==> config.mk <==
export PLATFORM = sky130hd
export DESIGN_NAME = ipv4_receive_header_filter_flat
export DESIGN_NICKNAME = d
export VERILOG_FILES = /design/src/sv/ipv4f_pkg.sv /design/src/sv/ipv4f_if.sv /design/src/sv/ipv4f_front.sv /design/src/sv/ipv4f_queue.sv /design/src/sv/ipv4f_back.sv /design/src/sv/ipv4_receive_header_filter.sv /design/src/flat_wrapper.sv
export SDC_FILE = /design/constraint.sdc
export NUM_CORES = 1
export LEC_CHECK = 0
export BUFFER_PORTS_ARGS = -buffer_cell sky130_fd_sc_hd__buf_2
export CELL_PAD_IN_SITES_DETAIL_PLACEMENT = 2
export CELL_PAD_IN_SITES_GLOBAL_PLACEMENT = 2
export CORE_MARGIN = 2
export CORE_UTILIZATION = 43
export CTS_CLUSTER_DIAMETER = 30
export DETAILED_ROUTE_END_ITERATION = 10
export GPL_ROUTABILITY_DRIVEN = 0
export GPL_TIMING_DRIVEN = 0
export PLACE_DENSITY = 0.83
export SYNTH_ARGS = -nofsm -noshare
export SYNTH_HDL_FRONTEND = slang
export SYNTH_SLANG_ARGS = --single-unit
export TNS_END_PERCENT = 5
==> constraint.sdc <==
create_clock -name clk_i -period 7.3 [get_ports clk_i]
set_input_delay 1.46 -clock clk_i [delete_from_list [all_inputs] [get_ports clk_i]]
set_output_delay 1.46 -clock clk_i [all_outputs]
set_load 0.01 [all_outputs]
==> src/sv/ipv4f_pkg.sv <==
// ----------------------------------------------------------------------------
// ipv4f_pkg
// Types, codes and helpers shared by the IPv4 receive header filter.
// ----------------------------------------------------------------------------
package ipv4f_pkg;

  // verdict codes, in the order in which the checks apply
  typedef enum logic [3:0] {
    V_ACCEPT   = 4'd0,
    V_SHORT    = 4'd1,
    V_VERSION  = 4'd2,
    V_HDRLEN   = 4'd3,
    V_TOTLEN   = 4'd4,
    V_CHECKSUM = 4'd5,
    V_FRAGMENT = 4'd6,
    V_MARTIAN  = 4'd7,
    V_NOT_OURS = 4'd8
  } verdict_e;

  // layer-4 handler selection
  typedef enum logic [1:0] {
    L4_ICMP = 2'd0,
    L4_UDP  = 2'd1,
    L4_TCP  = 2'd2,
    L4_NONE = 2'd3
  } l4_target_e;

  // configuration register indexes
  typedef enum logic [1:0] {
    CFG_LOCAL_ADDR        = 2'd0,
    CFG_SUBNET_MASK       = 2'd1,
    CFG_IS_LOOPBACK       = 2'd2,
    CFG_MULTICAST_CAPABLE = 2'd3
  } cfg_idx_e;

  localparam int unsigned CfgIdxW  = 2;
  localparam int unsigned CfgDataW = 32;

  // header constants
  localparam logic [3:0]  IpVersion4   = 4'h4;
  localparam logic [15:0] MinHdrBytes  = 16'd20;
  localparam logic [31:0] AllOnes      = 32'hFFFF_FFFF;
  localparam logic [31:0] AllHostsGrp  = 32'hE000_0001;
  localparam logic [7:0]  LoopNet      = 8'd127;
  localparam logic [3:0]  McastNibble  = 4'hE;
  localparam logic [15:0] CsumGood     = 16'hFFFF;
  localparam logic [13:0] FragNone     = 14'h0000;
  localparam logic [7:0]  ProtoIcmp    = 8'd1;
  localparam logic [7:0]  ProtoUdp     = 8'd17;
  localparam logic [7:0]  ProtoTcp     = 8'd6;

  // header word positions
  localparam logic [3:0]  WordFrag     = 4'd1;
  localparam logic [3:0]  WordProto    = 4'd2;
  localparam logic [3:0]  WordSrc      = 4'd3;
  localparam logic [3:0]  WordDst      = 4'd4;

  // request queue between front and back
  localparam int unsigned QDepth = 4;
  localparam int unsigned QPtrW  = $clog2(QDepth);
  localparam int unsigned QCntW  = $clog2(QDepth + 1);

  typedef struct packed {
    logic [31:0] local_addr;
    logic [31:0] subnet_mask;
    logic        is_loopback;
    logic        multicast_capable;
  } cfg_t;

  // one classified header word
  typedef struct packed {
    logic        first;      // opens a new packet
    verdict_e    fw_code;    // first-word length/version verdict
    logic [3:0]  ihl;        // header length in words
    logic [15:0] tot_len;    // total length field
    logic [15:0] wsum;       // one's-complement sum of both halves
    logic        frag;       // offset or more-fragments set, as word 1
    logic [7:0]  proto;      // protocol byte, as word 2
    logic        martian;    // word is a martian source, as word 3
    logic        dst_ok;     // word is an accepted destination, as word 4
    logic        dst_bcast;  // word is a broadcast destination, as word 4
  } rec_t;

  // end-around-carry add of two 16-bit values
  function automatic logic [15:0] oc_add(logic [15:0] a, logic [15:0] b);
    logic [16:0] s;
    s = {1'b0, a} + {1'b0, b};
    return s[16] ? (s[15:0] + 16'd1) : s[15:0];
  endfunction

endpackage

==> src/sv/ipv4f_if.sv <==
// ----------------------------------------------------------------------------
// ipv4f channels
// Ready/valid channels for header words in and verdicts out.
// ----------------------------------------------------------------------------
interface ipv4f_in_if;
  logic        valid;
  logic        ready;
  logic        first_word;
  logic [31:0] header_word;
  logic [15:0] avail_len;
  logic        group_joined;
  logic        dst_is_own_addr;

  modport source (
    output valid, first_word, header_word, avail_len, group_joined, dst_is_own_addr,
    input  ready
  );
  modport sink (
    input  valid, first_word, header_word, avail_len, group_joined, dst_is_own_addr,
    output ready
  );
endinterface

interface ipv4f_out_if;
  logic        valid;
  logic        ready;
  logic [3:0]  verdict;
  logic [1:0]  l4_target;
  logic        for_broadcast;
  logic [7:0]  protocol_num;
  logic [5:0]  header_bytes;
  logic [15:0] l4_len;

  modport source (
    output valid, verdict, l4_target, for_broadcast, protocol_num, header_bytes,
           l4_len,
    input  ready
  );
  modport sink (
    input  valid, verdict, l4_target, for_broadcast, protocol_num, header_bytes,
           l4_len,
    output ready
  );
endinterface

==> src/sv/ipv4f_front.sv <==
// ----------------------------------------------------------------------------
// ipv4f_front
// Accepts header words and classifies each one independently of packet state.
// ----------------------------------------------------------------------------
module ipv4f_front (
  ipv4f_in_if.sink         in_ch,
  input  ipv4f_pkg::cfg_t  cfg_i,
  input  logic             q_full_i,
  output logic             push_o,
  output ipv4f_pkg::rec_t  rec_o
);
  import ipv4f_pkg::*;

  logic [31:0] w;
  logic [31:0] link_bcast;
  logic [5:0]  hlen;
  logic [15:0] hlen16;
  logic [15:0] tot;
  logic [15:0] avail;
  logic        bc;
  logic        lo;
  logic        mc_ok;
  logic        is_mc;
  verdict_e    fw_code;

  assign w = in_ch.header_word;

  // accept whenever the queue has room
  assign in_ch.ready = !q_full_i;
  assign push_o      = in_ch.valid && !q_full_i;

  // first-word length and version checks
  assign hlen   = {w[27:24], 2'b00};
  assign hlen16 = {10'd0, hlen};
  assign tot    = w[15:0];
  assign avail  = in_ch.avail_len;

  always_comb begin
    if (avail < MinHdrBytes) begin
      fw_code = V_SHORT;
    end else if (w[31:28] != IpVersion4) begin
      fw_code = V_VERSION;
    end else if (hlen16 < MinHdrBytes || hlen16 > avail) begin
      fw_code = V_HDRLEN;
    end else if (tot > avail || tot < hlen16) begin
      fw_code = V_TOTLEN;
    end else begin
      fw_code = V_ACCEPT;
    end
  end

  assign rec_o.fw_code = fw_code;

  // address tests, valid when this word is the source or destination
  assign link_bcast = (cfg_i.local_addr & cfg_i.subnet_mask) | ~cfg_i.subnet_mask;
  assign is_mc      = (w[31:28] == McastNibble);

  always_comb begin
    lo = cfg_i.is_loopback &&
         ((w[31:24] == LoopNet) || ((w != '0) && in_ch.dst_is_own_addr));
    if (cfg_i.is_loopback) begin
      mc_ok = in_ch.group_joined;
    end else begin
      mc_ok = cfg_i.multicast_capable && ((w == AllHostsGrp) || in_ch.group_joined);
    end
    bc = (w == AllOnes) || ((cfg_i.subnet_mask != '0) && (w == link_bcast)) ||
         (is_mc && mc_ok);
  end

  assign rec_o.dst_bcast = bc;
  assign rec_o.dst_ok    = (w == cfg_i.local_addr) || bc || lo;
  assign rec_o.martian   = (w == '0) || is_mc || (w == AllOnes) ||
                           ((w[31:24] == LoopNet) && !cfg_i.is_loopback) ||
                           ((cfg_i.subnet_mask != '0) && (w == link_bcast));

  // remaining fields
  assign rec_o.first   = in_ch.first_word;
  assign rec_o.ihl     = w[27:24];
  assign rec_o.tot_len = tot;
  assign rec_o.wsum    = oc_add(w[31:16], w[15:0]);
  assign rec_o.frag    = (w[13:0] != FragNone);
  assign rec_o.proto   = w[23:16];

endmodule

==> src/sv/ipv4f_queue.sv <==
// ----------------------------------------------------------------------------
// ipv4f_queue
// Short first-in first-out queue of classified words between front and back.
// ----------------------------------------------------------------------------
module ipv4f_queue (
  input  logic             clk_i,
  input  logic             rst_ni,
  input  logic             push_i,
  input  ipv4f_pkg::rec_t  rec_i,
  input  logic             pop_i,
  output logic             full_o,
  output logic             head_valid_o,
  output ipv4f_pkg::rec_t  head_o
);
  import ipv4f_pkg::*;

  rec_t             store_q [QDepth];
  logic [QPtrW-1:0] wr_ptr_q, wr_ptr_d;
  logic [QPtrW-1:0] rd_ptr_q, rd_ptr_d;
  logic [QCntW-1:0] count_q, count_d;
  logic             do_pop;

  assign full_o       = (count_q == QCntW'(QDepth));
  assign head_valid_o = (count_q != '0);
  assign head_o       = store_q[rd_ptr_q];
  assign do_pop       = pop_i && head_valid_o;

  // pointer and fill count update
  always_comb begin
    wr_ptr_d = push_i ? wr_ptr_q + QPtrW'(1) : wr_ptr_q;
    rd_ptr_d = do_pop ? rd_ptr_q + QPtrW'(1) : rd_ptr_q;
    count_d  = count_q;
    if (push_i && !do_pop) begin
      count_d = count_q + QCntW'(1);
    end else if (!push_i && do_pop) begin
      count_d = count_q - QCntW'(1);
    end
  end

  always_ff @(posedge clk_i or negedge rst_ni) begin
    if (!rst_ni) begin
      wr_ptr_q <= '0;
      rd_ptr_q <= '0;
      count_q  <= '0;
    end else begin
      wr_ptr_q <= wr_ptr_d;
      rd_ptr_q <= rd_ptr_d;
      count_q  <= count_d;
    end
  end

  // entry storage
  always_ff @(posedge clk_i) begin
    if (push_i) begin
      store_q[wr_ptr_q] <= rec_i;
    end
  end

endmodule

==> src/sv/ipv4f_back.sv <==
// ----------------------------------------------------------------------------
// ipv4f_back
// Tracks header progress, folds the checksum and registers the verdict.
// ----------------------------------------------------------------------------
module ipv4f_back (
  input  logic             clk_i,
  input  logic             rst_ni,
  input  logic             head_valid_i,
  input  ipv4f_pkg::rec_t  head_i,
  output logic             pop_o,
  ipv4f_out_if.source      out_ch
);
  import ipv4f_pkg::*;

  logic        skipping_q, skipping_d;
  logic [3:0]  word_index_q, word_index_d;
  logic [3:0]  header_words_q, header_words_d;
  logic [15:0] total_len_q, total_len_d;
  logic [15:0] csum_q, csum_d;
  logic        frag_q, frag_d;
  logic [7:0]  proto_q, proto_d;
  logic        martian_q, martian_d;
  logic        dst_ok_q, dst_ok_d;
  logic        dst_bcast_q, dst_bcast_d;
  logic        out_valid_q, out_valid_d;

  logic        res_valid;
  verdict_e    res_verdict;
  l4_target_e  res_l4;
  logic        res_bcast;
  logic [7:0]  res_proto;
  logic [5:0]  res_hbytes;
  logic [15:0] res_plen;
  logic [4:0]  next_index;

  // take a word when the output register is free or being emptied
  assign pop_o      = head_valid_i && (!out_valid_q || out_ch.ready);
  assign next_index = {1'b0, word_index_q} + 5'd1;

  always_comb begin
    skipping_d     = skipping_q;
    word_index_d   = word_index_q;
    header_words_d = header_words_q;
    total_len_d    = total_len_q;
    csum_d         = csum_q;
    frag_d         = frag_q;
    proto_d        = proto_q;
    martian_d      = martian_q;
    dst_ok_d       = dst_ok_q;
    dst_bcast_d    = dst_bcast_q;
    res_valid      = 1'b0;
    res_verdict    = V_ACCEPT;
    res_l4         = L4_NONE;
    res_bcast      = 1'b0;
    res_proto      = '0;
    res_hbytes     = '0;
    res_plen       = '0;

    if (pop_o) begin
      if (head_i.first) begin
        // new packet restarts the header
        frag_d      = 1'b0;
        proto_d     = '0;
        martian_d   = 1'b1;
        dst_ok_d    = 1'b0;
        dst_bcast_d = 1'b0;
        if (head_i.fw_code != V_ACCEPT) begin
          res_valid   = 1'b1;
          res_verdict = head_i.fw_code;
          skipping_d  = 1'b1;
        end else begin
          header_words_d = head_i.ihl;
          total_len_d    = head_i.tot_len;
          csum_d         = head_i.wsum;
          word_index_d   = 4'd1;
          skipping_d     = 1'b0;
        end
      end else if (!skipping_q) begin
        csum_d = oc_add(csum_q, head_i.wsum);
        // capture the field carried by this word
        case (word_index_q)
          WordFrag:  frag_d = head_i.frag;
          WordProto: proto_d = head_i.proto;
          WordSrc:   martian_d = head_i.martian;
          WordDst: begin
            dst_ok_d    = head_i.dst_ok;
            dst_bcast_d = head_i.dst_bcast;
          end
          default: ;
        endcase

        if (next_index < {1'b0, header_words_q}) begin
          word_index_d = next_index[3:0];
        end else begin
          // last header word: final checks
          skipping_d = 1'b1;
          res_valid  = 1'b1;
          if (csum_d != CsumGood) begin
            res_verdict = V_CHECKSUM;
          end else if (frag_d) begin
            res_verdict = V_FRAGMENT;
          end else if (martian_d) begin
            res_verdict = V_MARTIAN;
          end else if (!dst_ok_d) begin
            res_verdict = V_NOT_OURS;
          end else begin
            res_verdict = V_ACCEPT;
            res_bcast   = dst_bcast_d;
            res_proto   = proto_d;
            res_hbytes  = {header_words_q, 2'b00};
            res_plen    = total_len_q - {10'd0, header_words_q, 2'b00};
            case (proto_d)
              ProtoIcmp: res_l4 = L4_ICMP;
              ProtoUdp:  res_l4 = L4_UDP;
              ProtoTcp:  res_l4 = dst_bcast_d ? L4_NONE : L4_TCP;
              default:   res_l4 = L4_NONE;
            endcase
          end
        end
      end
    end

    // output register occupancy
    if (res_valid) begin
      out_valid_d = 1'b1;
    end else if (out_ch.ready) begin
      out_valid_d = 1'b0;
    end else begin
      out_valid_d = out_valid_q;
    end
  end

  always_ff @(posedge clk_i or negedge rst_ni) begin
    if (!rst_ni) begin
      skipping_q     <= 1'b1;
      word_index_q   <= '0;
      header_words_q <= '0;
      total_len_q    <= '0;
      csum_q         <= '0;
      frag_q         <= 1'b0;
      proto_q        <= '0;
      martian_q      <= 1'b1;
      dst_ok_q       <= 1'b0;
      dst_bcast_q    <= 1'b0;
      out_valid_q    <= 1'b0;
    end else begin
      skipping_q     <= skipping_d;
      word_index_q   <= word_index_d;
      header_words_q <= header_words_d;
      total_len_q    <= total_len_d;
      csum_q         <= csum_d;
      frag_q         <= frag_d;
      proto_q        <= proto_d;
      martian_q      <= martian_d;
      dst_ok_q       <= dst_ok_d;
      dst_bcast_q    <= dst_bcast_d;
      out_valid_q    <= out_valid_d;
    end
  end

  // result payload register
  always_ff @(posedge clk_i) begin
    if (res_valid) begin
      out_ch.verdict       <= res_verdict;
      out_ch.l4_target     <= res_l4;
      out_ch.for_broadcast <= res_bcast;
      out_ch.protocol_num  <= res_proto;
      out_ch.header_bytes  <= res_hbytes;
      out_ch.l4_len        <= res_plen;
    end
  end

  assign out_ch.valid = out_valid_q;

endmodule

==> src/sv/ipv4_receive_header_filter.sv <==
// ----------------------------------------------------------------------------
// ipv4_receive_header_filter
// Checks an IPv4 header word by word and gives one verdict per packet.
// ----------------------------------------------------------------------------
// Usage:
//   in_ch carries 32-bit header words, first byte in bits 31:24; first_word
//   opens a packet and avail_len is sampled with it, the two destination
//   flags with header word 4. out_ch carries one verdict per packet: on the
//   first word for length and version faults, otherwise on the last header
//   word. Words of a rejected packet up to the next first_word give nothing.
//   Configuration is written through cfg_we_i / cfg_idx_i / cfg_wdata_i
//   while no packet is in flight.
// Timing:
//   One word per cycle sustained while out_ch is not stalled. A word enters
//   a four-entry queue at its accept edge; the back end takes it when the
//   output register is free or draining, and registers the deciding verdict.
// Reset and stall:
//   Reset zeroes the configuration, empties queue and output, and idles the
//   parser until a first word. A stalled receiver holds the verdict; words
//   keep being accepted until the queue is full, then in_ch.ready drops.
// ----------------------------------------------------------------------------
module ipv4_receive_header_filter (
  input  logic                        clk_i,
  input  logic                        rst_ni,
  ipv4f_in_if.sink                    in_ch,
  ipv4f_out_if.source                 out_ch,
  input  logic                        cfg_we_i,
  input  logic [ipv4f_pkg::CfgIdxW-1:0]  cfg_idx_i,
  input  logic [ipv4f_pkg::CfgDataW-1:0] cfg_wdata_i
);
  import ipv4f_pkg::*;

  cfg_t cfg_q;
  logic push;
  logic pop;
  logic q_full;
  logic head_valid;
  rec_t rec;
  rec_t head;

  // configuration registers
  always_ff @(posedge clk_i or negedge rst_ni) begin
    if (!rst_ni) begin
      cfg_q <= '0;
    end else if (cfg_we_i) begin
      case (cfg_idx_i)
        CFG_LOCAL_ADDR:        cfg_q.local_addr <= cfg_wdata_i;
        CFG_SUBNET_MASK:       cfg_q.subnet_mask <= cfg_wdata_i;
        CFG_IS_LOOPBACK:       cfg_q.is_loopback <= cfg_wdata_i[0];
        CFG_MULTICAST_CAPABLE: cfg_q.multicast_capable <= cfg_wdata_i[0];
        default: ;
      endcase
    end
  end

  // word classification
  ipv4f_front u_front (
    .in_ch    (in_ch),
    .cfg_i    (cfg_q),
    .q_full_i (q_full),
    .push_o   (push),
    .rec_o    (rec)
  );

  // request queue
  ipv4f_queue u_queue (
    .clk_i        (clk_i),
    .rst_ni       (rst_ni),
    .push_i       (push),
    .rec_i        (rec),
    .pop_i        (pop),
    .full_o       (q_full),
    .head_valid_o (head_valid),
    .head_o       (head)
  );

  // header tracking and verdict
  ipv4f_back u_back (
    .clk_i        (clk_i),
    .rst_ni       (rst_ni),
    .head_valid_i (head_valid),
    .head_i       (head),
    .pop_o        (pop),
    .out_ch       (out_ch)
  );

endmodule
==> src/flat_wrapper.sv <==
// flat-port wrapper written by rule: the top's interface ports become plain ports
module ipv4_receive_header_filter_flat import ipv4f_pkg::*;
  (clk_i, rst_ni, cfg_we_i, cfg_idx_i, cfg_wdata_i, in_ch_valid, in_ch_first_word, in_ch_header_word, in_ch_avail_len, in_ch_group_joined, in_ch_dst_is_own_addr, in_ch_ready, out_ch_valid, out_ch_verdict, out_ch_l4_target, out_ch_for_broadcast, out_ch_protocol_num, out_ch_header_bytes, out_ch_l4_len, out_ch_ready);
  ipv4f_in_if in_ch_i ();
  ipv4f_out_if out_ch_i ();
  input  logic clk_i;
  input  logic rst_ni;
  input  logic cfg_we_i;
  input  logic [ipv4f_pkg::CfgIdxW-1:0] cfg_idx_i;
  input  logic [ipv4f_pkg::CfgDataW-1:0] cfg_wdata_i;
  input wire logic [$bits(in_ch_i.valid)-1:0] in_ch_valid;
  input wire logic [$bits(in_ch_i.first_word)-1:0] in_ch_first_word;
  input wire logic [$bits(in_ch_i.header_word)-1:0] in_ch_header_word;
  input wire logic [$bits(in_ch_i.avail_len)-1:0] in_ch_avail_len;
  input wire logic [$bits(in_ch_i.group_joined)-1:0] in_ch_group_joined;
  input wire logic [$bits(in_ch_i.dst_is_own_addr)-1:0] in_ch_dst_is_own_addr;
  output wire logic [$bits(in_ch_i.ready)-1:0] in_ch_ready;
  output wire logic [$bits(out_ch_i.valid)-1:0] out_ch_valid;
  output wire logic [$bits(out_ch_i.verdict)-1:0] out_ch_verdict;
  output wire logic [$bits(out_ch_i.l4_target)-1:0] out_ch_l4_target;
  output wire logic [$bits(out_ch_i.for_broadcast)-1:0] out_ch_for_broadcast;
  output wire logic [$bits(out_ch_i.protocol_num)-1:0] out_ch_protocol_num;
  output wire logic [$bits(out_ch_i.header_bytes)-1:0] out_ch_header_bytes;
  output wire logic [$bits(out_ch_i.l4_len)-1:0] out_ch_l4_len;
  input wire logic [$bits(out_ch_i.ready)-1:0] out_ch_ready;
  assign in_ch_i.valid = in_ch_valid;
  assign in_ch_i.first_word = in_ch_first_word;
  assign in_ch_i.header_word = in_ch_header_word;
  assign in_ch_i.avail_len = in_ch_avail_len;
  assign in_ch_i.group_joined = in_ch_group_joined;
  assign in_ch_i.dst_is_own_addr = in_ch_dst_is_own_addr;
  assign in_ch_ready = in_ch_i.ready;
  assign out_ch_valid = out_ch_i.valid;
  assign out_ch_verdict = out_ch_i.verdict;
  assign out_ch_l4_target = out_ch_i.l4_target;
  assign out_ch_for_broadcast = out_ch_i.for_broadcast;
  assign out_ch_protocol_num = out_ch_i.protocol_num;
  assign out_ch_header_bytes = out_ch_i.header_bytes;
  assign out_ch_l4_len = out_ch_i.l4_len;
  assign out_ch_i.ready = out_ch_ready;
  ipv4_receive_header_filter u_core (.clk_i(clk_i), .rst_ni(rst_ni), .in_ch(in_ch_i), .out_ch(out_ch_i), .cfg_we_i(cfg_we_i), .cfg_idx_i(cfg_idx_i), .cfg_wdata_i(cfg_wdata_i));
endmodule
# After elaboration in Yosys (flattened, before gate mapping)
# Memories as Yosys holds them, arrays and structs flattened.
# Cells that the tools add are included.
# op_classes
muxes	67
n_reduce_logical	49
eq_ne	21
order_cmp	6
n_shift	0
mul	0
bitwise	6
n_div	0
add_sub_neg	10
# ops
cell	n
$mux W16	5
$eq A32 B32 Y1	2
$eq A32 B32 Y1 const B	2
$reduce_bool A32 Y1	2
$mux W4	12
$mux W8	6
$mux W1	37
$add A16 B16 Y17	2
$add A16 B1 Y16 const B	2
$and A32 B32 Y32	1
$logic_not A32 Y1	1
$not A32 Y32	1
$or A32 B32 Y32	1
$mux W3	6
$gt A16 B16 Y1	1
$gt A6 B16 Y1	1
$lt A16 B5 Y1 const B	1
$lt A16 B6 Y1	1
$ne A16 B16 Y1 const B	1
$sub A16 B6 Y16	1
$reduce_bool A14 Y1	1
$logic_or A1 B1 Y1	13
$logic_and A1 B1 Y1	11
$reduce_and A2 Y1	5
31 further kinds	43
# word_totals
mem_count	1
rom_bits	0
register_bits	164
out_inout_bits	39
ram_bits	208
latchBits	0
# memory_table
memory	depth	width	read_ports	rd_clocked_by_memory_dff	write_ports	line_no	source
u_core.u_queue.store_q	4	52	1	0	1	ipv4f_queue.sv:17	rec_t store_q [QDepth];

# Longest topological paths before layout
# Gate-level depths: netlist of the first run.
# depth
depth_word	12
mapped_depth	20
depth_no_buf	13

# Hierarchy
# A second synthesis of the first run with hierarchy kept.
# unflattened
hier_cells	1483
area_unflattened_um2	19701.4
# by_module_without_submodules
module	cells_per_inst	area_per_inst_um2	n_inst
ipv4f_queue	311	8112.8	1
ipv4f_back	606	5894.4	1
ipv4f_front	424	3181.8	1
ipv4_receive_header_filter	142	2512.4	1

# Least setup slack after synthesis of the first run
# No wires, ideal clock.
# synth_timing
path_kind	register to register
startpoint	reg u_core.u_queue.rd_ptr_q[0]
endpoint	reg u_core.u_back.out_ch.l4_target[0] (data pin)
arrival_time_ps	6155
required_ps	7035
period_less_slack_ps	6420
setup_ps	265
setup_slack_ps	880
path_buffers	5
path_stages_with_launch	18
path_cell_list	dfrtp_1 -> clkbuf_1 -> clkbuf_1 -> buf_2 -> buf_1 -> mux4_2 -> fa_1 -> a21o_1 -> nor2b_1 -> nor3_2 -> or4b_1 -> and3_1 -> or3_1 -> buf_2 -> or3_4 -> a2111oi_4 -> nand4_2 -> or3_1
# synth_via
elab_chain_cells	7
elab_cells_between_ends	32
# synth_rtl
element	line_no	source
from (decl)	ipv4f_queue.sv:19	logic [QPtrW-1:0] rd_ptr_q, rd_ptr_d;
from (signal assigned)	ipv4f_queue.sv:47	rd_ptr_q <= rd_ptr_d;
$mem_v2 Z4 W52 *	--	
branches (longest 6 deep; another with $add A16 B16 Y17)	--	
to (signal assigned)	ipv4f_back.sv:165	out_ch.l4_target <= res_l4;
to (decl)	ipv4f_if.sv:35	output valid, verdict, l4_target, for_broadcast, protocol_num, header_bytes,
# Mark *: on every way between the ends. The select of a mux whose other input is x is not followed.
# A chain may end at the register's enable or synchronous reset.

# Final worst setup path of the first run
# layout_timing
startpoint	reg u_core.u_queue.rd_ptr_q[1]
endpoint	reg u_core.u_back.out_ch.l4_target[1] (data pin)
# layout_via
elab_chain_cells	7
elab_cells_between_ends	27
# layout_rtl
element
$mem_v2 Z4 W52 *
branches (longest 6 deep; another with $add A16 B16 Y17)
# Marked as above.

==> results.cfg, run 1 <==
[synth]
synth_xor_xnor_area_share_pct = 5.181
synthDistinctLibCells = 77
yosys.area.top_type = edfxtp_1
synthArstFlopShare_pct = 34.32
synthSimpleGateAreaFrac_pct = 10.46
synth.top_cells.by_count = edfxtp_1 (243), dfrtp_1 (125), mux2_2 (89)
yosys.area_share.adder_pct = 5.342
synth_top_area_share_pct = 39.24
syn-mean-instance-area_um2 = 13.27
syn-cell-area_mm2 = 0.01860
yosysSeqAreaShare_pct = 56.34
synth-seq-cells = 370
synth_cells = 1401
synth_top_family_by_area = multiplexers
yosysMostFrequentCell = edfxtp_1
synth.mux.area_fraction_pct = 12.64
synth_edf_count = 243
ys.flop_type = edfxtp_1
synth_compound_gate_area_share_pct = 7.852
synth.area.top_cells = edfxtp_1 (39%), dfrtp_1 (17%), mux4_2 (6.2%)
synth_warnings = 0

[global_routing]
track_usage_pct = 36.42
antenna_found_initial = 0
grt_max_degree = 68
grt_pass1_wl_um = 116900
grt_pass1_vias = 16550
grt_overflow = 0

[routing]
drtIter0Drc = 1426
via_per_inst = 6.434
drt_wl_total_um = 79760
wire_per_inst_um = 34.98
antenna_left = 0
drtPass1Iterations = 5
vias = 14670
post-route-drc-count = 0

[setup_path]
r2r_end = u_core.u_back.out_ch.l4_target[1]
crit_path_start_kind = register
r2r_start = u_core.u_queue.rd_ptr_q[1]
cp-end-kind = register
slowest_delay_ns = 0.57
critPathArrivalTime_ns = 7.29
reg2regPathDepth = 17
worstPathCellList = clkbuf_1, clkbuf_2, buf_2, mux4_2, ha_1, fa_1, a21o_1, a21oi_1, xor2_1, nor3_1, nand4_1, or3_1, buf_2, or3_4, a2111oi_4, nand4_2, or3_1
path_delay_family = simple AND/OR/NAND/NOR gates
crit_slowest_cell = buf_2
required_ns = 7.67
path_buf_inv = 4
worstSetupPathType = register to register
cp_max_fo = 19
ff2ff_setup_slack_ns = 0.38

[timing]
fin_crit_ns = 6.922
finalWorstSetupSlack_ns = 0.3776
fin_crit_sh_pct = 94.83
slew_violations = 0
tightest_slew_ns = 1.014
slew_headroom_pct = 32.38
worst_clock_skew_ns = 0.04675
hold_viol_final = 0
rsz0062_at_grt = false
setup_viol = 0
max_freq_mhz = 144.5
finalSetupTns_ns = 0

[finish]
fin_cells = 2280
num-nets-final = 1788
drive_gt1_share_pct = 27.33
syn2layout_area_growth_pct = 25.01

[run]
maxCapViolCount = 0

[clock_network]
numCtsBuffers = 87
hold_buffers = 0
cts_tree = done
clk_path_buf_depth = 3
path_clk_slew_ns = 0.05
clk_latency_ns = 0.66
cts_sinks = 370
cts_root_buf = clkbuf_16
htree_levels = 3

[placed_design]
dp.final_hpwl_um = 45730
dp_cells = 2118
io_buffers = 126
pre_cts_ws_ns = -0.8308

[hold_path]
hp-start = u_core.u_back.dst_ok_q
min_to = u_core.u_back.dst_ok_q
hold_class = register to register
holdPathStages = 2

[floorplan]
row_count = 76
boundaryPins = 129
dieArea_mm2 = 0.04493
floorplan.initialDensity_pct = 43.36
die_w_um = 212.0
core_area_mm2 = 0.04289
die_height_um = 212.0

[run_status]
status = finished clean

[pwr]
p_per_area_mw_per_mm2 = 531.5
power.leakage_nw = 9.031
peakVddDrop_mv = 0.2461
==> layer usage <==
layer	routed length, um	vias up	part of all wire (%)	track usage, %
li1	-	5788	-	-
met1	30710	7612	38	44.62
met2	38250	968	48	60.01
met3	5956	302	7.5	7.417
met4	4850	0	6.1	20.98
met5	0	-	0	0
==> worst max path at each step <==
stage | cells after the start | to | startpoint | slack (ns)
floorplan | 17 | u_core.u_back.out_ch.l4_target[0] | u_core.u_queue.rd_ptr_q[0] | 0.88
global placement | 17 | u_core.u_back.out_ch.l4_target[1] | u_core.u_queue.rd_ptr_q[0] | -0.58
detailed placement | 17 | u_core.u_back.out_ch.l4_target[1] | u_core.u_queue.rd_ptr_q[0] | -0.83
CTS | 16 | u_core.u_back.out_ch.l4_target[1] | u_core.u_queue.rd_ptr_q[0] | 0.12
global route | 16 | u_core.u_back.out_ch.l4_target[1] | u_core.u_queue.rd_ptr_q[0] | 0.03
finish | 17 | u_core.u_back.out_ch.l4_target[1] | u_core.u_queue.rd_ptr_q[1] | 0.38
==> sequential cells by signal, indices dropped and copies added (netlist names), 3 cells and up <==
name                               cells
u_core.u_back.word_index_q             4
u_core.u_back.out_ch.protocol_num      8
u_core.u_back.total_len_q             16
u_core.u_back.csum_q                  16
u_core.u_back.header_words_q           4
u_core.u_back.out_ch.verdict           4
u_core.u_queue.store_q               208
u_core.u_back.out_ch.l4_len           16
u_core.cfg_q                          66
u_core.u_queue.count_q                 3
u_core.u_back.proto_q                  8
u_core.u_back.out_ch.header_bytes      4
==> cell families (layout without fill, tap and decap cells) <==
logic type / Yosys count / in the layout
flops: 370 / 370
simple gates: 362 / 362
compound gates: 223 / 223
mux: 160 / 160
xor+xnor: 110 / 110
buf+inv: 98 / 390
fa+ha+maj: 77 / 77
other cells: 1 / 3
==> cell usage in the layout (no fill, tap or decap), drive strengths merged, types with 26 or more instances in the layout <==
cell and count:
mux2 89, inv 67, clkinv 26, edfxtp 243, a21oi 50, ha 73
dfrtp 125, nand2 71, xor2 51, buf 146, clkbuf 126, mux4 51
nand4 26, nor4 35, xnor2 59, nor2 91, o21ai 57
==> worst register-to-register path: cells and delay by family (launching register included) <==
family | cells | cell delay [ns]
AND/OR/NAND/NOR | 6 | 2.38
buffers and inverters | 4 | 1.71
AO/OA/AOI/OAI | 3 | 0.84
adder cells (fa/ha/maj) | 2 | 0.73
multiplexers | 1 | 0.50
flip-flops | 1 | 0.35
XOR/XNOR | 1 | 0.14
==> metrics by stage <==
step / total power [mW] / instance area, um2 / hold slack, ns / utilization, %
3_5_place_dp: 7.551 / 20080 / 0.4753 / 46.83
4_1_cts: 12.22 / 23210 / 0.5025 / 54.12
5_1_grt: 12.76 / 23250 / 0.5457 / 54.20
3_3_place_gp: 7.128 / 19960 / 0.4631 / 46.55
2_1_floorplan: 6.007 / 18600 / 0.4475 / -
6_report: 12.36 / 23250 / 0.5024 / 54.21
==> layout make-up <==
| cell class | instances | area [um2] |
|---|---|---|
| Antenna cell | 1 | 2.502 |
| Buffer | 42 | 209.0 |
| Clock buffer | 99 | 2252 |
| Clock inverter | 63 | 868.3 |
| Fill cell | 3991 | 19640 |
| Inverter | 54 | 202.7 |
| Multi-Input combinational cell | 934 | 7731 |
| Sequential cell | 370 | 10480 |
| Tap cell | 585 | 732.0 |
| Timing Repair Buffer | 132 | 772.0 |
==> where the power goes <==
part,internal [mW],switching (mW)
registers,2.88,0.401
logic,1.68,3.12
clock network,2.79,1.48
==> timing repair <==
action                                 CTS  global route
buffers inserted                         0             0
setup endpoints to repair               42            32
pin swaps                                0             0
resized for setup                        6             8
endpoints found under the hold margin    0             0
Power figures use the tool's default switching activity.
==> run 2, diff against run 1 <==
--- a/config.mk
+++ b/config.mk
@@ -5,16 +5,17 @@
 export SDC_FILE = /design/constraint.sdc
 export NUM_CORES = 1
 export LEC_CHECK = 0
+export ABC_AREA = 1
 export BUFFER_PORTS_ARGS = -buffer_cell sky130_fd_sc_hd__buf_2
 export CELL_PAD_IN_SITES_DETAIL_PLACEMENT = 2
 export CELL_PAD_IN_SITES_GLOBAL_PLACEMENT = 2
 export CORE_MARGIN = 2
-export CORE_UTILIZATION = 43
+export CORE_UTILIZATION = 39
 export CTS_CLUSTER_DIAMETER = 30
 export DETAILED_ROUTE_END_ITERATION = 10
 export GPL_ROUTABILITY_DRIVEN = 0
 export GPL_TIMING_DRIVEN = 0
-export PLACE_DENSITY = 0.83
+export PLACE_DENSITY = 0.84
 export SYNTH_ARGS = -nofsm -noshare
 export SYNTH_HDL_FRONTEND = slang
 export SYNTH_SLANG_ARGS = --single-unit
==> results.cfg, run 2 <==
[floorplan]
die_w_um = 226.7
boundaryPins = 129
die_height_um = 226.7
core_area_mm2 = 0.04895
row_count = 81
dieArea_mm2 = 0.05137
floorplan.initialDensity_pct = 39.50

[finish]
multiInputGateArea_mm2 = 0.007699
antenna_cells = 0
reg_top3 = u_core.u_queue.store_q: 208 flops, u_core.cfg_q: 66 flops
syn2layout_area_growth_pct = 24.95
layout_commonest_cell = nand2_1
final_cell_mix = nand2_1 (376), nor2_1 (248), edfxtp_1 (243)
top_register = u_core.u_queue.store_q
drive_gt1_share_pct = 14.53
num-nets-final = 2475
regArea_mm2 = 0.01048
largest_register_ffs = 208
fill_cells = 5014
fin_area_mm2 = 0.02416

[global_routing]
grt_pass1_vias = 20770
grt_pass1_wl_um = 138100
grt_util_met1_pct = 41.49
grt_use_met2_pct = 63.93
grt_use_met3_pct = 5.818
grt_overflow = 0
antenna_found_initial = 0
grt-busiest-layer = met2
grt_max_degree = 78
track_usage_pct = 36.51

[routing]
wire_per_inst_um = 30.16
antenna_left = 0
vias = 18140
drtIter0Drc = 1375
post-route-drc-count = 0
drt_wl_total_um = 91850
drtPass1Iterations = 5
via_per_inst = 5.957

[clock_network]
numCtsBuffers = 87
path_clk_slew_ns = 0.05
post_cts_buffers = 0
cts_resized = 0
cts_sinks = 370
htree_levels = 3
cts_tree = done
cts_root_buf = clkbuf_16
clk_latency_ns = 0.63
hold_buffers = 0
clk_path_buf_depth = 3

[timing]
finalWorstSetupSlack_ns = 0.3630
fin_crit_sh_pct = 95.03
setup_viol = 0
finalSetupTns_ns = 0
slew_violations = 0
max_freq_mhz = 144.2
rsz0062_at_grt = false
tightest_slew_ns = 1.108
hold_viol_final = 0
fin_crit_ns = 6.937
slew_headroom_pct = 25.97
worst_clock_skew_ns = 0.03006

[pwr]
p_per_area_mw_per_mm2 = 547.9
power.leakage_nw = 10.33
peakVddDrop_mv = 0.3496

[synth]
synth_cells = 2083
synth_warnings = 0
syn-mean-instance-area_um2 = 9.282
synthArstFlopShare_pct = 34.32
synthDistinctLibCells = 50
synth_top_area_share_pct = 37.74
synth_edf_count = 243
synth-seq-cells = 370
yosys.area.top_type = edfxtp_1
synth.top_cells.by_count = nand2_1 (376), nor2_1 (253), edfxtp_1 (243)
syn-cell-area_mm2 = 0.01933
yosysMostFrequentCell = nand2_1
synth.area.top_cells = edfxtp_1 (38%), dfrtp_1 (16%), nand2_1 (7.3%)
yosysSeqAreaShare_pct = 54.19
ys.flop_type = edfxtp_1

[hold_path]
hold_class = register to register
hp-start = u_core.u_back.proto_q[6]

[setup_path]
r2r_start = u_core.u_queue.rd_ptr_q[0]
crit_start = u_core.u_queue.rd_ptr_q[0]
critPathArrivalTime_ns = 7.35
required_ns = 7.72
crit_slowest_cell = clkbuf_1
cp-end-kind = register
cp_max_fo = 10
worstSetupPathType = register to register
crit_path_start_kind = register
slowest_delay_ns = 0.63

[placed_design]
placed_area_mm2 = 0.02105
io_buffers = 126
pre_cts_ws_ns = 0.8707
dp.final_hpwl_um = 53480

[run_status]
status = finished clean

[run]
maxCapViolCount = 0
## run 2: kinds of logic (layout without fill, tap and decap cells)
logic type      count (synthesis)  after routing  share of synthesized area, %
compound gates                385            385                         10.78
xor+xnor                      105            105                         4.757
fa+ha+maj                      77             77                         5.139
buf+inv                       308            605                         6.200
flops                         370            370                         54.19
mux                             1              1                       0.05824
other cells                     1              2                       0.01940
simple gates                  836            836                         18.85
## run 2: layer usage
metal,part of all wire (%),up-vias
li1,-,7521
met1,38,9349
met2,50,899
met3,5.4,369
met4,6.7,0
met5,0,-
## run 2: power by group
part           internal (mW)  total, mW  switching [mW]  leakage, nW
Clock                   2.86       4.27            1.41         1.49
Sequential              2.89       3.22           0.331         3.81
Combinational           1.53       5.75            4.22         5.02
Total                   7.28       13.2            5.96         10.3
## run 2: metrics by stage
stage	cells	total power, mW	utilization (%)	hold WS (ns)
floorplan	2084	6.464	-	0.4477
global placement	2874	7.883	42.49	0.4627
detailed placement	2883	8.378	43.01	0.4789
CTS	3045	13.18	49.35	0.5009
global route	3045	13.84	49.35	0.5431
finish	3045	13.24	49.35	0.4980
## run 2: critical path: cells and delay by family (launching register included)
kind	cells	cell delay (ns)
AO/OA/AOI/OAI	2	0.65
adder cells (fa/ha/maj)	3	0.96
buffers and inverters	7	2.60
flip-flops	1	0.37
AND/OR/NAND/NOR	13	2.14
## run 2: worst paths after layout
path / cells past startpoint / end / slack [ns]
setup / recovery: 25 / u_core.u_back.out_ch.protocol_num[0] / 0.36
hold / removal: 2 / u_core.u_back.proto_q[6] / 0.50
setup reg to reg: 25 / u_core.u_back.out_ch.protocol_num[0] / 0.36
hold reg to reg: 2 / u_core.u_back.proto_q[6] / 0.50
max in group asynchronous: 2 / u_core.cfg_q[42] / 5.61
min in group asynchronous: 1 / u_core.u_queue.count_q[2] / 0.80
## run 2: cell type report
class / count / area share (%)
timing repair buffer: 135 / 3.507
clock buffer: 107 / 9.924
tap: 664 / 3.439
multi-input combinational: 1406 / 31.87
sequential: 370 / 43.37
inverter: 242 / 3.760
buffer: 66 / 1.202
clock inverter: 55 / 2.926
